[config.mk]
export PLATFORM = sky130hd
export DESIGN_NAME = charge_phase_sequencer
export DESIGN_NICKNAME = d
export VERILOG_FILES = /design/src/rtl/cps_pkg.sv /design/src/rtl/charge_phase_sequencer.sv /design/src/rtl/cps_core.sv
export VERILOG_INCLUDE_DIRS = /design/src /design/src/rtl
export SDC_FILE = /design/constraint.sdc
export NUM_CORES = 1
export LEC_CHECK = 0
export ABC_AREA = 1
export BUFFER_PORTS_ARGS = -buffer_cell sky130_fd_sc_hd__buf_2
export CAP_MARGIN = 20
export CORE_ASPECT_RATIO = 0.7
export CORE_UTILIZATION = 55
export CTS_BUF_LIST = sky130_fd_sc_hd__clkbuf_4
export DETAILED_ROUTE_END_ITERATION = 10
export PLACE_DENSITY = 0.74
export RECOVER_POWER = 25
export SLEW_MARGIN = 10
export SYNTH_ARGS = -nofsm -noshare
export SYNTH_HDL_FRONTEND = slang
export SYNTH_HIERARCHICAL = 1
export SYNTH_SLANG_ARGS = --single-unit
export TNS_END_PERCENT = 20
[constraint.sdc]
create_clock -name i_clk -period 6.9 [get_ports i_clk]
set_input_delay 1.38 -clock i_clk [delete_from_list [all_inputs] [get_ports i_clk]]
set_output_delay 1.38 -clock i_clk [all_outputs]
set_load 0.01 [all_outputs]
[src/rtl/charge_phase_sequencer_assert.svh]
// ----------------------------------------------------------------------------
// Charge phase sequencer assertion macros
// Shared concurrent assertion forms, clocked on the rising edge and
// disabled while the synchronous active-low reset is asserted.
// ----------------------------------------------------------------------------
`ifndef CHARGE_PHASE_SEQUENCER_ASSERT_SVH
`define CHARGE_PHASE_SEQUENCER_ASSERT_SVH

// Same-cycle implication
`define CPS_ASSERT_IMP(lbl, clk, rst_n, ante, cons) \
    lbl: assert property (@(posedge clk) disable iff (!(rst_n)) (ante) |-> (cons)) \
        else $error("charge phase sequencer: same-cycle check failed");

// Next-cycle implication
`define CPS_ASSERT_NEXT(lbl, clk, rst_n, ante, cons) \
    lbl: assert property (@(posedge clk) disable iff (!(rst_n)) (ante) |=> (cons)) \
        else $error("charge phase sequencer: next-cycle check failed");

`endif

[src/rtl/cps_pkg.sv]
// ----------------------------------------------------------------------------
// cps_pkg
// Types, codes and register defaults for the charge phase sequencer.
// ----------------------------------------------------------------------------
package cps_pkg;

    // Phase codes (off is reported by the loop, never entered here)
    typedef enum logic [2:0] {
        PH_PRE   = 3'd0,
        PH_CLOSE = 3'd1,
        PH_CC    = 3'd2,
        PH_CV    = 3'd3,
        PH_OFF   = 3'd4
    } t_phase;

    // Result action codes
    typedef enum logic [1:0] {
        ACT_NONE  = 2'd0,
        ACT_CLOSE = 2'd1,
        ACT_RAMP  = 2'd2,
        ACT_ABORT = 2'd3
    } t_action;

    // Request codes; code 3 is unused and ignored
    typedef enum logic [1:0] {
        REQ_STEP    = 2'd0,
        REQ_ADVANCE = 2'd1,
        REQ_RESTART = 2'd2
    } t_req;

    // Configuration register indexes
    localparam int CFG_IDX_W  = 3;
    localparam int CFG_DATA_W = 16;

    typedef enum logic [CFG_IDX_W-1:0] {
        CFG_MANUAL_MODE  = 3'd0,
        CFG_SETTLE_LIMIT = 3'd1,
        CFG_STUCK_REF    = 3'd2,
        CFG_STUCK_MEAS   = 3'd3,
        CFG_STUCK_LIMIT  = 3'd4
    } t_cfg_idx;

    // Register reset values
    localparam logic               MANUAL_MODE_RST  = 1'b0;
    localparam logic        [15:0] SETTLE_LIMIT_RST = 16'd100;
    localparam logic signed [15:0] STUCK_REF_RST    = 16'sd500;
    localparam logic signed [15:0] STUCK_MEAS_RST   = 16'sd50;
    localparam logic        [15:0] STUCK_LIMIT_RST  = 16'd200;

    // Configuration as seen by the core
    typedef struct packed {
        logic               manual_mode;
        logic        [15:0] settle_limit_ms;
        logic signed [15:0] stuck_ref_ma;
        logic signed [15:0] stuck_meas_ma;
        logic        [15:0] stuck_limit_ms;
    } t_cfg;

    // One input word
    typedef struct packed {
        logic        [1:0]  req_type;
        logic        [2:0]  loop_phase;
        logic signed [15:0] ref_current_ma;
        logic signed [15:0] meas_current_ma;
        logic        [15:0] elapsed_ms;
    } t_item;

    // One result word
    typedef struct packed {
        logic [1:0] action;
        logic [2:0] phase_now;
        logic       awaiting_advance;
        logic       may_complete;
    } t_result;

endpackage

[src/rtl/charge_phase_sequencer.sv]
// ----------------------------------------------------------------------------
// charge_phase_sequencer
// Battery charge phase sequencer: precharge, relay close, constant-current
// ramp and constant-voltage, with relay settle and stuck-open timers.
// ----------------------------------------------------------------------------
// Throughput: one word per cycle while the output channel does not stall; each word
// passes from the input register through the step logic into the result register,
// and the phase state updates as each word moves on.
// Reset: synchronous, active low; clears the phase, timers and flags and loads
// the register defaults (manual off, settle 100, ref 500, meas 50, stuck 200).
`include "charge_phase_sequencer_assert.svh"

module charge_phase_sequencer (
    input  logic                            i_clk,
    input  logic                            i_rst_n,
    // input channel
    input  logic                            i_in_valid,
    output logic                            o_in_stall,
    input  logic [1:0]                      i_req_type,
    input  logic [2:0]                      i_loop_phase,
    input  logic signed [15:0]              i_ref_current_ma,
    input  logic signed [15:0]              i_meas_current_ma,
    input  logic [15:0]                     i_elapsed_ms,
    // output channel
    output logic                            o_out_valid,
    input  logic                            i_out_stall,
    output logic [1:0]                      o_action,
    output logic [2:0]                      o_phase_now,
    output logic                            o_awaiting_advance,
    output logic                            o_may_complete,
    // configuration write port
    input  logic                            i_cfg_we,
    input  logic [cps_pkg::CFG_IDX_W-1:0]   i_cfg_index,
    input  logic [cps_pkg::CFG_DATA_W-1:0]  i_cfg_data
);

    cps_pkg::t_cfg    r_cfg;
    logic             r_in_valid;
    cps_pkg::t_item   r_in;
    logic             r_out_valid;
    cps_pkg::t_result r_out;
    cps_pkg::t_result w_result;
    logic             w_out_ready;
    logic             w_fire;
    logic             w_in_accept;

    // Handshake: the input register drains when the result register is free
    assign w_out_ready = !r_out_valid || !i_out_stall;
    assign w_fire      = r_in_valid && w_out_ready;
    assign o_in_stall  = r_in_valid && !w_out_ready;
    assign w_in_accept = i_in_valid && !o_in_stall;

    // Configuration registers
    always_ff @(posedge i_clk) begin
        if (!i_rst_n) begin
            r_cfg.manual_mode     <= cps_pkg::MANUAL_MODE_RST;
            r_cfg.settle_limit_ms <= cps_pkg::SETTLE_LIMIT_RST;
            r_cfg.stuck_ref_ma    <= cps_pkg::STUCK_REF_RST;
            r_cfg.stuck_meas_ma   <= cps_pkg::STUCK_MEAS_RST;
            r_cfg.stuck_limit_ms  <= cps_pkg::STUCK_LIMIT_RST;
        end else if (i_cfg_we) begin
            case (i_cfg_index)
                cps_pkg::CFG_MANUAL_MODE:  r_cfg.manual_mode     <= i_cfg_data[0];
                cps_pkg::CFG_SETTLE_LIMIT: r_cfg.settle_limit_ms <= i_cfg_data;
                cps_pkg::CFG_STUCK_REF:    r_cfg.stuck_ref_ma    <= i_cfg_data;
                cps_pkg::CFG_STUCK_MEAS:   r_cfg.stuck_meas_ma   <= i_cfg_data;
                cps_pkg::CFG_STUCK_LIMIT:  r_cfg.stuck_limit_ms  <= i_cfg_data;
                default: ;
            endcase
        end
    end

    // Input register: valid bit
    always_ff @(posedge i_clk) begin
        if (!i_rst_n) begin
            r_in_valid <= 1'b0;
        end else if (w_in_accept) begin
            r_in_valid <= 1'b1;
        end else if (w_fire) begin
            r_in_valid <= 1'b0;
        end
    end

    // Input register: payload
    always_ff @(posedge i_clk) begin
        if (w_in_accept) begin
            r_in.req_type        <= i_req_type;
            r_in.loop_phase      <= i_loop_phase;
            r_in.ref_current_ma  <= i_ref_current_ma;
            r_in.meas_current_ma <= i_meas_current_ma;
            r_in.elapsed_ms      <= i_elapsed_ms;
        end
    end

    // Step logic and sequencer state
    cps_core u_core (
        .i_clk    (i_clk),
        .i_rst_n  (i_rst_n),
        .i_fire   (w_fire),
        .i_item   (r_in),
        .i_cfg    (r_cfg),
        .o_result (w_result)
    );

    // Result register
    always_ff @(posedge i_clk) begin
        if (!i_rst_n) begin
            r_out_valid <= 1'b0;
        end else if (w_out_ready) begin
            r_out_valid <= w_fire;
        end
    end

    always_ff @(posedge i_clk) begin
        if (w_fire) begin
            r_out <= w_result;
        end
    end

    assign o_out_valid        = r_out_valid;
    assign o_action           = r_out.action;
    assign o_phase_now        = r_out.phase_now;
    assign o_awaiting_advance = r_out.awaiting_advance;
    assign o_may_complete     = r_out.may_complete;

    // Checks
    `CPS_ASSERT_NEXT(a_fire_gives_result, i_clk, i_rst_n,
        w_fire, r_out_valid)
    `CPS_ASSERT_IMP(a_stall_needs_full_in, i_clk, i_rst_n,
        o_in_stall, r_in_valid && r_out_valid && i_out_stall)
    `CPS_ASSERT_IMP(a_empty_out_drains, i_clk, i_rst_n,
        r_in_valid && !r_out_valid, w_fire)

endmodule

[src/rtl/cps_core.sv]
// ----------------------------------------------------------------------------
// cps_core
// Sequencer state and step logic: evaluates one word per enabled cycle,
// updates the phase, timers and advance flags, and forms the result.
// ----------------------------------------------------------------------------
`include "charge_phase_sequencer_assert.svh"

module cps_core (
    input  logic              i_clk,
    input  logic              i_rst_n,
    input  logic              i_fire,
    input  cps_pkg::t_item    i_item,
    input  cps_pkg::t_cfg     i_cfg,
    output cps_pkg::t_result  o_result
);

    cps_pkg::t_phase  r_phase,  n_phase;
    logic [15:0]      r_settle, n_settle;
    logic [15:0]      r_stuck,  n_stuck;
    logic             r_adv,    n_adv;
    logic             r_ready,  n_ready;
    cps_pkg::t_action w_act;

    logic [16:0] w_settle_sum;
    logic [15:0] w_settle_upd;
    logic [16:0] w_stuck_sum;
    logic [15:0] w_stuck_upd;
    logic        w_stuck_cond;

    // Saturating timer updates; a timer only counts while below its limit
    assign w_settle_sum = {1'b0, r_settle} + {1'b0, i_item.elapsed_ms};
    assign w_stuck_sum  = {1'b0, r_stuck} + {1'b0, i_item.elapsed_ms};

    always_comb begin
        w_settle_upd = r_settle;
        if (r_settle < i_cfg.settle_limit_ms) begin
            w_settle_upd = w_settle_sum[16] ? 16'hFFFF : w_settle_sum[15:0];
        end
        w_stuck_upd = r_stuck;
        if (r_stuck < i_cfg.stuck_limit_ms) begin
            w_stuck_upd = w_stuck_sum[16] ? 16'hFFFF : w_stuck_sum[15:0];
        end
    end

    // Reference high while measured current stays low: path looks open
    assign w_stuck_cond = (i_item.ref_current_ma > i_cfg.stuck_ref_ma) &&
                          (i_item.meas_current_ma < i_cfg.stuck_meas_ma);

    // Next state and action
    always_comb begin
        n_phase  = r_phase;
        n_settle = r_settle;
        n_stuck  = r_stuck;
        n_adv    = r_adv;
        n_ready  = r_ready;
        w_act    = cps_pkg::ACT_NONE;
        if (i_fire) begin
            case (i_item.req_type)
                cps_pkg::REQ_STEP: begin
                    case (r_phase)
                        cps_pkg::PH_PRE: begin
                            if (i_item.loop_phase == cps_pkg::PH_CLOSE) begin
                                n_ready = 1'b1;
                                if (!i_cfg.manual_mode || r_adv) begin
                                    n_adv    = 1'b0;
                                    n_ready  = 1'b0;
                                    n_phase  = cps_pkg::PH_CLOSE;
                                    n_settle = '0;
                                    w_act    = cps_pkg::ACT_CLOSE;
                                end
                            end
                        end
                        cps_pkg::PH_CLOSE: begin
                            n_settle = w_settle_upd;
                            if (w_settle_upd >= i_cfg.settle_limit_ms) begin
                                n_phase = cps_pkg::PH_CC;
                                n_stuck = '0;
                                w_act   = cps_pkg::ACT_RAMP;
                            end
                        end
                        cps_pkg::PH_CC: begin
                            if (i_item.loop_phase == cps_pkg::PH_CV) begin
                                n_phase = cps_pkg::PH_CV;
                                n_stuck = '0;
                            end else if (w_stuck_cond) begin
                                n_stuck = w_stuck_upd;
                                if (w_stuck_upd >= i_cfg.stuck_limit_ms) begin
                                    w_act = cps_pkg::ACT_ABORT;
                                end
                            end else begin
                                n_stuck = '0;
                            end
                        end
                        default: ;
                    endcase
                end
                cps_pkg::REQ_ADVANCE: begin
                    n_adv = 1'b1;
                end
                cps_pkg::REQ_RESTART: begin
                    n_phase  = cps_pkg::PH_PRE;
                    n_settle = '0;
                    n_stuck  = '0;
                    n_adv    = 1'b0;
                    n_ready  = 1'b0;
                end
                default: ;
            endcase
        end
    end

    // Result from the post-item state
    always_comb begin
        o_result.action           = w_act;
        o_result.phase_now        = n_phase;
        o_result.awaiting_advance = i_cfg.manual_mode && n_ready && !n_adv;
        o_result.may_complete     = (n_phase == cps_pkg::PH_CC) ||
                                    (n_phase == cps_pkg::PH_CV);
    end

    // State registers
    always_ff @(posedge i_clk) begin
        if (!i_rst_n) begin
            r_phase  <= cps_pkg::PH_PRE;
            r_settle <= '0;
            r_stuck  <= '0;
            r_adv    <= 1'b0;
            r_ready  <= 1'b0;
        end else begin
            r_phase  <= n_phase;
            r_settle <= n_settle;
            r_stuck  <= n_stuck;
            r_adv    <= n_adv;
            r_ready  <= n_ready;
        end
    end

    // Checks
    `CPS_ASSERT_NEXT(a_ramp_enters_cc, i_clk, i_rst_n,
        w_act == cps_pkg::ACT_RAMP, r_phase == cps_pkg::PH_CC)
    `CPS_ASSERT_IMP(a_abort_only_in_cc, i_clk, i_rst_n,
        w_act == cps_pkg::ACT_ABORT, r_phase == cps_pkg::PH_CC)
    `CPS_ASSERT_IMP(a_ready_only_in_pre, i_clk, i_rst_n,
        r_phase != cps_pkg::PH_PRE, !r_ready)
    `CPS_ASSERT_NEXT(a_restart_clears, i_clk, i_rst_n,
        i_fire && (i_item.req_type == cps_pkg::REQ_RESTART),
        (r_phase == cps_pkg::PH_PRE) && (r_settle == '0) && (r_stuck == '0) && !r_adv)

endmodule
==> results of run 1 <==
[per-layer routing]
| layer | wire (um) | GRT usage, % |
|---|---|---|
| met1 | 13040 | 38.35 |
| met2 | 11480 | 40.49 |
| met3 | 1821 | 5.696 |
| met4 | 265 | 6.585 |
| met5 | 0 | 0 |
[cells in the mapped netlist (7+ instances only)]
master / count / share of area (%)
and2_1: 7 / 0.40
nand3_1: 133 / 6.0
nand2_1: 421 / 14
xor2_1: 12 / 0.95
ha_1: 125 / 14
buf_2: 12 / 0.54
edfxtp_1: 60 / 16
dfxtp_1: 104 / 19
nand2_2: 8 / 0.45
a21oi_1: 97 / 4.4
inv_1: 199 / 6.8
nand3b_1: 16 / 1.1
o21ai_0: 19 / 0.86
o21ai_1: 11 / 0.50
a21oi_2: 13 / 1.0
o21ai_2: 10 / 0.79
nand4_1: 7 / 0.40
buf_4: 10 / 0.68
nor2_1: 179 / 6.1
[logic make-up (layout without fill, tap and decap cells)]
logic type | Yosys count | in the layout | synth area share, %
fa+ha+maj | 127 | 127 | 14.50
flops | 164 | 164 | 35.11
xor+xnor | 12 | 12 | 0.9502
compound gates | 164 | 164 | 8.722
buf+inv | 241 | 327 | 9.061
simple gates | 806 | 806 | 31.65
[critical path, cell delays in order]
cell and delay [ns]:
buf_2 0.08, clkbuf_1 2.48, inv_1 1.36, a21oi_1 0.43
[sequential cells by signal, summed over array words and instances, names as in the netlist]
signal              flops
r_cfg                  65
r_in                   53
u_core/r_settle        16
u_core/r_stuck         16
o_phase_now             3
u_core/r_phase          3
o_action                2
o_awaiting_advance      1
o_may_complete          1
o_out_valid             1
r_in_valid              1
u_core/r_adv            1
u_core/r_ready          1
[final timing paths]
| check | start | to | slack, ns | depth (start not counted) |
|---|---|---|---|---|
| worst max register to register | r_in[0] | o_may_complete | 2.86 | 20 |
| worst min register to register | r_cfg[21] | r_cfg[21] | 0.48 | 2 |
| worst min-delay path | r_cfg[21] | r_cfg[21] | 0.48 | 2 |
| worst max-delay path | i_rst_n | u_core/r_settle[7] | 1.65 | 4 |
[report_power, final]
part | leakage [nW] | internal [W] | total [W] | switching [W]
registers | 1.43 | 0.00104 | 0.00107 | 0.0000277
clock network | 0.146 | 0.000217 | 0.000584 | 0.000367
logic | 4.29 | 0.000147 | 0.000401 | 0.000254
total | 5.87 | 0.00141 | 0.00206 | 0.000649
[stage by stage]
| stage | std cells | util (%) | power (W) | cell area, um2 | setup slack (ns) |
|---|---|---|---|---|---|
| 3_5_place_dp | 1830 | 60.16 | 0.001484 | 11600 | 2.946 |
| 5_1_grt | 1864 | 61.76 | 0.002175 | 11910 | 1.340 |
| 6_report | 1864 | 61.76 | 0.002055 | 11910 | 1.648 |
| 4_1_cts | 1862 | 61.64 | 0.002061 | 11890 | 2.946 |
| 2_1_floorplan | 1514 | - | 0.001375 | 11060 | 3.624 |
| 3_3_place_gp | 1830 | 60.16 | 0.001467 | 11600 | 3.056 |
[final cells by class]
| cell class | instances | share of cell area (%) |
|---|---|---|
| sequential | 164 | 32.61 |
| tap | 264 | 2.773 |
| timing repair buffer | 89 | 3.897 |
| clock inverter | 15 | 1.324 |
| multi-input combinational | 1109 | 51.84 |
| clock buffer | 17 | 1.071 |
| inverter | 206 | 6.492 |
==> results.md, run 1 <==
* DIE AREA at 0.02069 mm2
* Vias per cell at 5.304
* Synthesized instance count at 1514
* Failing checks: max-capacitance violations, max-slew violations
* Ys Warns at 6
* Die Y at 120.6 um
* Max-slew violation count at 84
* FFs w/ async S/R, synth at 0%
* Most common cell after layout, fill and taps aside: nand2_1
* Share of post-route cells with drive strength above 1 at 11.44%
* Cts hold-fix bufs at 0
* FILL cells at 1789
* Top FF cell, synth: dfxtp_1
* Setup Crit Path Kind: in2reg
* Fin. Hold Viols at 0
* Remaining global-route overflow at 0
* Die X at 171.5 um
* WP data required at 7.39 ns
* GPL Wtd Cong at 0.9377
* First-pass GRT wire length at 42.86 mm
* Root Driver: clkbuf_4
* Synthesized area at 0.01106 mm2
* Setup violators final at 0
* Max-slew headroom at -134.4%
* Final Net Count at 1791
* Ant diodes at 0
* Initial DRC count at 778
* DRC viols at 0
* Routed wire per std cell at 14.27 um
* Tcrit/Tclk final at 76.12%
* TritonCTS clock tree: built
* Setup TNS at 0 ns
* Initial Util at 57.35%
* Worst-skew pair later-pin latency at 0.58 ns
* Leakage at 5.872 nW
* Register area at 0.003884 mm2
* CTS clk-pin slew, worst paths at 0.14 ns
* CP max FO at 83
* Area of the multi-input gates at 0.006175 mm2
* Seq cells post-synth at 164
* Routed Antenna Nets at 0
* Pwr dens at 172.6 mW/mm2
* Layout Skew at 0.01845 ns
* Seq/Total Area, Yosys at 35.11%
* Syn_area_per_cell at 7.306 um2
* Post-Syn Nets at 1718
* Max cap viols at 1
* Worst hold path class: reg2reg
* Worst slew pin tran at 3.515 ns
* Drt first pass iters at 5
* CTS resizes at 0
* Num CTS Buffers at 17
* Via count at 9886
* Run status: finished with violations
* F_max at 190.4 MHz
* Initial antenna violation count at 0
* Row count at 42
* RSZ-0062 raised after global routing: false
* Crit path DAT at 5.74 ns
* Largest net degree at the start of global routing at 84
* Clock Sinks at 164
* H-tree Lvls at 4
* Most frequent cells in the layout: nand2_1, inv_1, nor2_1
* Crit path time final at 5.252 ns
* Hold Slack at 0.4784 ns
* Core area at 0.01929 mm2
* EDFF count, synth at 60
* Deepest clock path buffer count at 2
* Vias in the first global route at 8793
* Dpl hpwl at 20.89 mm
* Detailed Route WL at 26.61 mm
* Maximum vdd drop at 0.00009318 V
* Setup repair bufs after CTS at 0
* I/O Pins at 86
* Worst setup SP type: input port
* Port bufs at 85
* Area growth syn-to-layout at 7.692%
* Yosys cell types at 48
* GRT Total Usage at 26.69%
* Nature of the critical path endpoint: flip-flop
Note: power is estimated with default switching activity, not from simulation.
==> inputs of run 2 (changes only) <==
PLACE_DENSITY = 0.77   (was 0.74)
clock period = 4.39 ns   (was 6.9 ns; I/O delays follow)
==> results.md, run 2 (synthesized netlist as in run 1, its figures left out) <==
* Initial Util at 57.35% (unchanged)
* Die Y at 120.6 um (unchanged)
* CP max FO at 17 (was 83)
* I/O Pins at 86 (unchanged)
* FILL cells at 1791 (was 1789)
* First-pass GRT wire length at 43.43 mm (was 42.86 mm)
* Number of flip-flops in the largest register at 65 (unchanged)
* CP dominant cell by count: nand2_1
* Clock Sinks at 164 (unchanged)
* Most frequent cells in the layout: nand2_1, inv_1, nor2_1 (unchanged)
* Drt first pass iters at 6 (was 5)
* Worst-skew pair later-pin latency at 0.59 ns (was 0.58 ns)
* Max cap viols at 0 (was 1)
* Tot Pwr at 0.003203 W (was 0.002055 W)
* TritonCTS clock tree: built (unchanged)
* Largest net degree at the start of global routing at 54 (was 84)
* Crit path time final at 4.032 ns
* Hold Slack at 0.4494 ns (was 0.4784 ns)
* Port bufs at 85 (unchanged)
* CP top delay family: simple AND/OR/NAND/NOR gates (was buffers and inverters)
* Via count at 9896 (was 9886)
* Vias in the first global route at 9008 (was 8793)
* Cts hold-fix bufs at 0 (unchanged)
* Pwr dens at 269.1 mW/mm2 (was 172.6 mW/mm2)
* Area of the multi-input gates at 0.006175 mm2 (unchanged)
* Most common cell after layout, fill and taps aside: nand2_1 (unchanged)
* CP max stage delay at 0.43 ns (was 2.48 ns)
* Remaining global-route overflow at 0 (unchanged)
* Crit path DAT at 4.49 ns (was 5.74 ns)
* Num CTS Buffers at 17 (unchanged)
* Layout Skew at 0.02494 ns (was 0.01845 ns)
* Vias per cell at 5.306 (was 5.304)
* Critical Path, Cell by Cell: ha_1 > fa_1 > nand3_1 > nand2_1 > nand2_1 > nand3_2 > a21oi_2 > nand2_1 > nor2_1 > nand2_1 > and2_1 > ha_1 > nand4_1 > nor3_1 > nand3_1 > nand4_2 > nand2_4 > nand2_4 > a21oi_1 (was buf_2 > clkbuf_1 > inv_1 > a21oi_1)
* Max-slew violation count at 0 (was 84)
* Run status: finished, final reports clean (was finished with violations)
* GRT Total Usage at 27.05% (was 26.69%)
* Slowest stage cell on the critical path: edfxtp_1 (was clkbuf_1)
* Detailed Route WL at 26.56 mm (was 26.61 mm)
* Worst slew pin tran at 0.9597 ns (was 3.515 ns)
* Maximum vdd drop at 0.0002219 V (was 0.00009318 V)
* H-tree Lvls at 4 (unchanged)
* Fin. Hold Viols at 0 (unchanged)
* Worst path buffer plus inverter count at 0 (was 3)
* Row count at 42 (unchanged)
* Worst setup SP type: flip-flop (was input port)
* Dpl hpwl at 20.80 mm (was 20.89 mm)
* Setup violators final at 0 (unchanged)
* DIE AREA at 0.02069 mm2 (unchanged)
* CTS clk-pin slew, worst paths at 0.15 ns (was 0.14 ns)
* DRC viols at 0 (unchanged)
* Max-slew headroom at 35.80% (was -134.4%)
* Worst hold path class: in2reg (was reg2reg)
* Root Driver: clkbuf_4 (unchanged)
* Tcrit/Tclk final at 91.85%
* GPL Wtd Cong at 0.9289 (was 0.9377)
* Deepest clock path buffer count at 2 (unchanged)
* Final Net Count at 1792 (was 1791)
* Biggest regs: r_cfg: 65 flops, r_in: 53 flops (unchanged)
* WP data required at 4.85 ns (was 7.39 ns)
* Finished Layout Cells at 1865 (was 1864)
* Leakage at 5.886 nW (was 5.872 nW)
* Dpl cells at 1831 (was 1830)
* Initial antenna violation count at 0 (unchanged)
* Setup repair bufs after CTS at 0 (unchanged)
* Biggest register: r_cfg (unchanged)
* Ant diodes at 0 (unchanged)
* Area growth syn-to-layout at 7.602% (was 7.692%)
* Share of post-route cells with drive strength above 1 at 11.49% (was 11.44%)
* F_max at 248.0 MHz
* CTS resizes at 0 (unchanged)
* Initial DRC count at 741 (was 778)
* Die X at 171.5 um (unchanged)
* Setup Crit Path Kind: reg2reg (was in2reg)
* Core area at 0.01929 mm2 (unchanged)
* Nature of the critical path endpoint: flip-flop (unchanged)
* Register area at 0.003884 mm2 (unchanged)
* Routed wire per std cell at 14.24 um (was 14.27 um)
* RSZ-0062 raised after global routing: false (unchanged)
* Routed Antenna Nets at 0 (unchanged)
* Setup TNS at 0 ns (unchanged)
[run 2: cell count changes in the layout (fill, tap and decap cells not counted)]
cell / previous run / this run
clkinv_4: 5 / 0
clkbuf_4: 17 / 21
clkinv_2: 2 / 4
clkinvlp_4: 3 / 1
buf_4: 2 / 3
inv_2: 7 / 8
inv_4: 0 / 1
inv_6: 2 / 1
[run 2: routing by layer]
metal	GRT usage [%]	wire, um	share of wire (%)	vias to the layer above
met5	0	0	0	-
met1	38.75	12810	48	4527
met3	5.565	1939	7.3	33
met4	7.310	359	1.4	0
met2	41.07	11460	43	279
li1	-	-	-	5057
[run 2: worst paths after layout]
path	slack, ns	depth (start not counted)	to	start
setup / recovery	0.36	19	u_core/r_stuck[3]	r_in[0]
hold / removal	0.45	1	r_in[5]	i_elapsed_ms[5]
setup reg to reg	0.36	19	u_core/r_stuck[3]	r_in[0]
hold reg to reg	0.48	2	o_out_valid	r_in_valid
[run 2: layout make-up]
cell class                 instances  area share [%]
clock inverter                    11          0.9252
tap                              264           2.775
inverter                         206           6.497
sequential                       164           32.63
clock buffer                      21           1.325
multi-input combinational       1109           51.88
timing repair buffer              90           3.963
[run 2: power by group]
group / internal [W] / switching [W] / leakage [nW]
clock network: 0.000358 / 0.000539 / 0.155
logic: 0.000228 / 0.000397 / 4.30
registers: 0.00164 / 0.0000434 / 1.43
[run 2: through the flow]
stage	setup WS (ns)	utilization, %	area [um2]
floorplan	1.114	-	11060
global placement	0.6717	60.20	11610
detailed placement	0.4901	60.20	11610
CTS	0.4438	61.59	11880
global route	0.02733	61.71	11900
finish	0.3577	61.71	11900
[run 2: worst register-to-register path: cells and delay by family, from the launching register on]
| family | cells | cell delay, ns |
|---|---|---|
| AOI/OAI and AO/OA | 2 | 0.51 |
| adders and majority gates | 3 | 0.95 |
| and+or+nand+nor | 14 | 2.02 |
| DFF | 1 | 0.43 |
==> inputs of run 3 (changes only) <==
CORE_ASPECT_RATIO = unset   (was 0.7)
==> results.md, run 3 (synthesized netlist as in run 1, its figures left out) <==
* Run status: finished, final reports clean (unchanged)
* Drt first pass iters at 5 (was 6)
* F_max at 262.6 MHz (was 248.0 MHz)
* Port bufs at 85 (unchanged)
* Setup TNS at 0 ns (unchanged)
* Worst R2R Start: r_in[0] (unchanged)
* H-tree Lvls at 4 (unchanged)
* Vias in the first global route at 8887 (was 9008)
* Setup repair bufs after CTS at 0 (unchanged)
* Final Net Count at 1791 (was 1792)
* Vias per cell at 5.233 (was 5.306)
* FILL cells at 1814 (was 1791)
* Setup Crit Path Kind: reg2reg (unchanged)
* WHS Endpoint: r_in[34] (was r_in[5])
* TritonCTS clock tree: built (unchanged)
* Biggest regs: r_cfg: 65 flops, r_in: 53 flops (unchanged)
* Max-slew violation count at 0 (unchanged)
* GPL Wtd Cong at 0.9074 (was 0.9289)
* Most frequent cells in the layout: nand2_1, inv_1, nor2_1 (unchanged)
* Number of flip-flops in the largest register at 65 (unchanged)
* Cts hold-fix bufs at 0 (unchanged)
* Maximum vdd drop at 0.0002161 V (was 0.0002219 V)
* Die X at 143.8 um (was 171.5 um)
* Initial DRC count at 698 (was 741)
* Core area at 0.01959 mm2 (was 0.01929 mm2)
* Layout Skew at 0.02942 ns (was 0.02494 ns)
* GRT Total Usage at 26.56% (was 27.05%)
* CTS resizes at 0 (unchanged)
* Leakage at 5.890 nW (was 5.886 nW)
* Final Util at 60.98% (was 61.71%)
* Routed wire per std cell at 13.99 um (was 14.24 um)
* CP top delay family: simple AND/OR/NAND/NOR gates (unchanged)
* Share of post-route cells with drive strength above 1 at 11.31% (was 11.49%)
* Num CTS Buffers at 17 (unchanged)
* Clock Sinks at 164 (unchanged)
* Pwr dens at 277.8 mW/mm2 (was 269.1 mW/mm2)
* Worst hold path class: in2reg (unchanged)
* DIE AREA at 0.02068 mm2 (was 0.02069 mm2)
* I/O Pins at 86 (unchanged)
* WP data required at 4.90 ns (was 4.85 ns)
* CTS clk-pin slew, worst paths at 0.17 ns (was 0.15 ns)
* Worst reg2reg endpoint: u_core/r_stuck[1] (was u_core/r_stuck[3])
* Worst path buffer plus inverter count at 0 (unchanged)
* Crit path DAT at 4.32 ns (was 4.49 ns)
* CP max FO at 17 (unchanged)
* Initial antenna violation count at 3 (was 0)
* Biggest register: r_cfg (unchanged)
* Nature of the critical path endpoint: flip-flop (unchanged)
* Area growth syn-to-layout at 8.009% (was 7.602%)
* R2R Setup Slk at 0.58 ns (was 0.36 ns)
* Remaining global-route overflow at 0 (unchanged)
* First-pass GRT wire length at 42.66 mm (was 43.43 mm)
* Dpl hpwl at 20.69 mm (was 20.80 mm)
* Worst setup SP type: flip-flop (unchanged)
* Worst hold stages at 1 (unchanged)
* Max-slew headroom at 34.63% (was 35.80%)
* DRC viols at 0 (unchanged)
* Via count at 9770 (was 9896)
* Crit path time final at 3.807 ns (was 4.032 ns)
* Root Driver: clkbuf_4 (unchanged)
* Worst slew pin tran at 0.9770 ns (was 0.9597 ns)
* R2r worst-path depth at 18 (was 19)
* Initial Util at 56.46% (was 57.35%)
* Tcrit/Tclk final at 86.73% (was 91.85%)
* RSZ-0062 raised after global routing: false (unchanged)
* Max cap viols at 0 (unchanged)
* Critical Path, Cell by Cell: ha_1 > fa_1 > nand3_1 > nand2_1 > nand2_1 > nand3_2 > a21oi_2 > nand2_1 > nor2_1 > a21boi_0 > ha_1 > a21oi_1 > o21ai_0 > a21oi_1 > nand4_2 > nand2_4 > nand2_4 > a21oi_1 (was ha_1 > fa_1 > nand3_1 > nand2_1 > nand2_1 > nand3_2 > a21oi_2 > nand2_1 > nor2_1 > nand2_1 > and2_1 > ha_1 > nand4_1 > nor3_1 > nand3_1 > nand4_2 > nand2_4 > nand2_4 > a21oi_1)
* Die Y at 143.8 um (was 120.6 um)
* CP max stage delay at 0.43 ns (about the same)
* Largest net degree at the start of global routing at 44 (was 54)
* Hold Path Origin: i_ref_current_ma[2] (was i_elapsed_ms[5])
* Most common cell after layout, fill and taps aside: nand2_1 (unchanged)
* Row count at 51 (was 42)
* Detailed Route WL at 26.12 mm (was 26.56 mm)
* Slowest stage cell on the critical path: edfxtp_1 (unchanged)
* Fin. Hold Viols at 0 (unchanged)
* Routed Antenna Nets at 0 (unchanged)
* Deepest clock path buffer count at 2 (unchanged)
* Worst-skew pair later-pin latency at 0.60 ns (was 0.59 ns)
* Setup violators final at 0 (unchanged)
-- run 3: routing by layer --
metal  up-vias  track usage [%]  wire length, um
met2       294            42.16            11430
li1       5065                -                -
met4         4            11.03              865
met1      4357            35.73            12170
met3        50            4.399             1623
met5         -                0               34
-- run 3: worst max-delay path by stage --
stage	depth (start not counted)	slack [ns]	startpoint	endpoint
after global placement	18	0.79	r_in[0]	u_core/r_stuck[15]
after detailed placement	18	0.67	r_in[0]	u_core/r_stuck[1]
after CTS	18	0.64	r_in[0]	u_core/r_stuck[1]
after global routing	18	0.24	r_in[0]	u_core/r_stuck[2]
after floorplan	19	1.11	r_in[0]	u_core/r_stuck[4]
final	18	0.58	r_in[0]	u_core/r_stuck[1]
-- run 3: stage by stage --
stage          hold slack (ns)  cell area (um2)  setup slack [ns]  std cells  power (W)
2_1_floorplan           0.4289            11060             1.114       1514   0.002162
3_3_place_gp            0.4448            11620            0.7915       1833   0.002307
3_5_place_dp            0.4537            11620            0.6709       1833   0.002330
4_1_cts                 0.4218            11950            0.6359       1865   0.003322
5_1_grt                 0.4066            11950            0.2413       1867   0.003482
6_report                0.4372            11950            0.5826       1867   0.003318
-- run 3: final cells by class --
type,count,area (um2),share of cell area [%]
antenna,2,5.005,0.04189
sequential,164,3884,32.51
multi-input combinational,1109,6175,51.69
inverter,206,773.2,6.473
timing repair buffer,89,447.9,3.749
clock inverter,15,202.7,1.697
clock buffer,17,127.6,1.068
tap,265,331.6,2.775
-- run 3: power breakdown --
group          total (W)  switching, W  leakage [nW]  internal, W
clock network    0.00101      0.000638         0.178     0.000375
registers        0.00168     0.0000423          1.43      0.00164
logic           0.000624      0.000400          4.28     0.000224
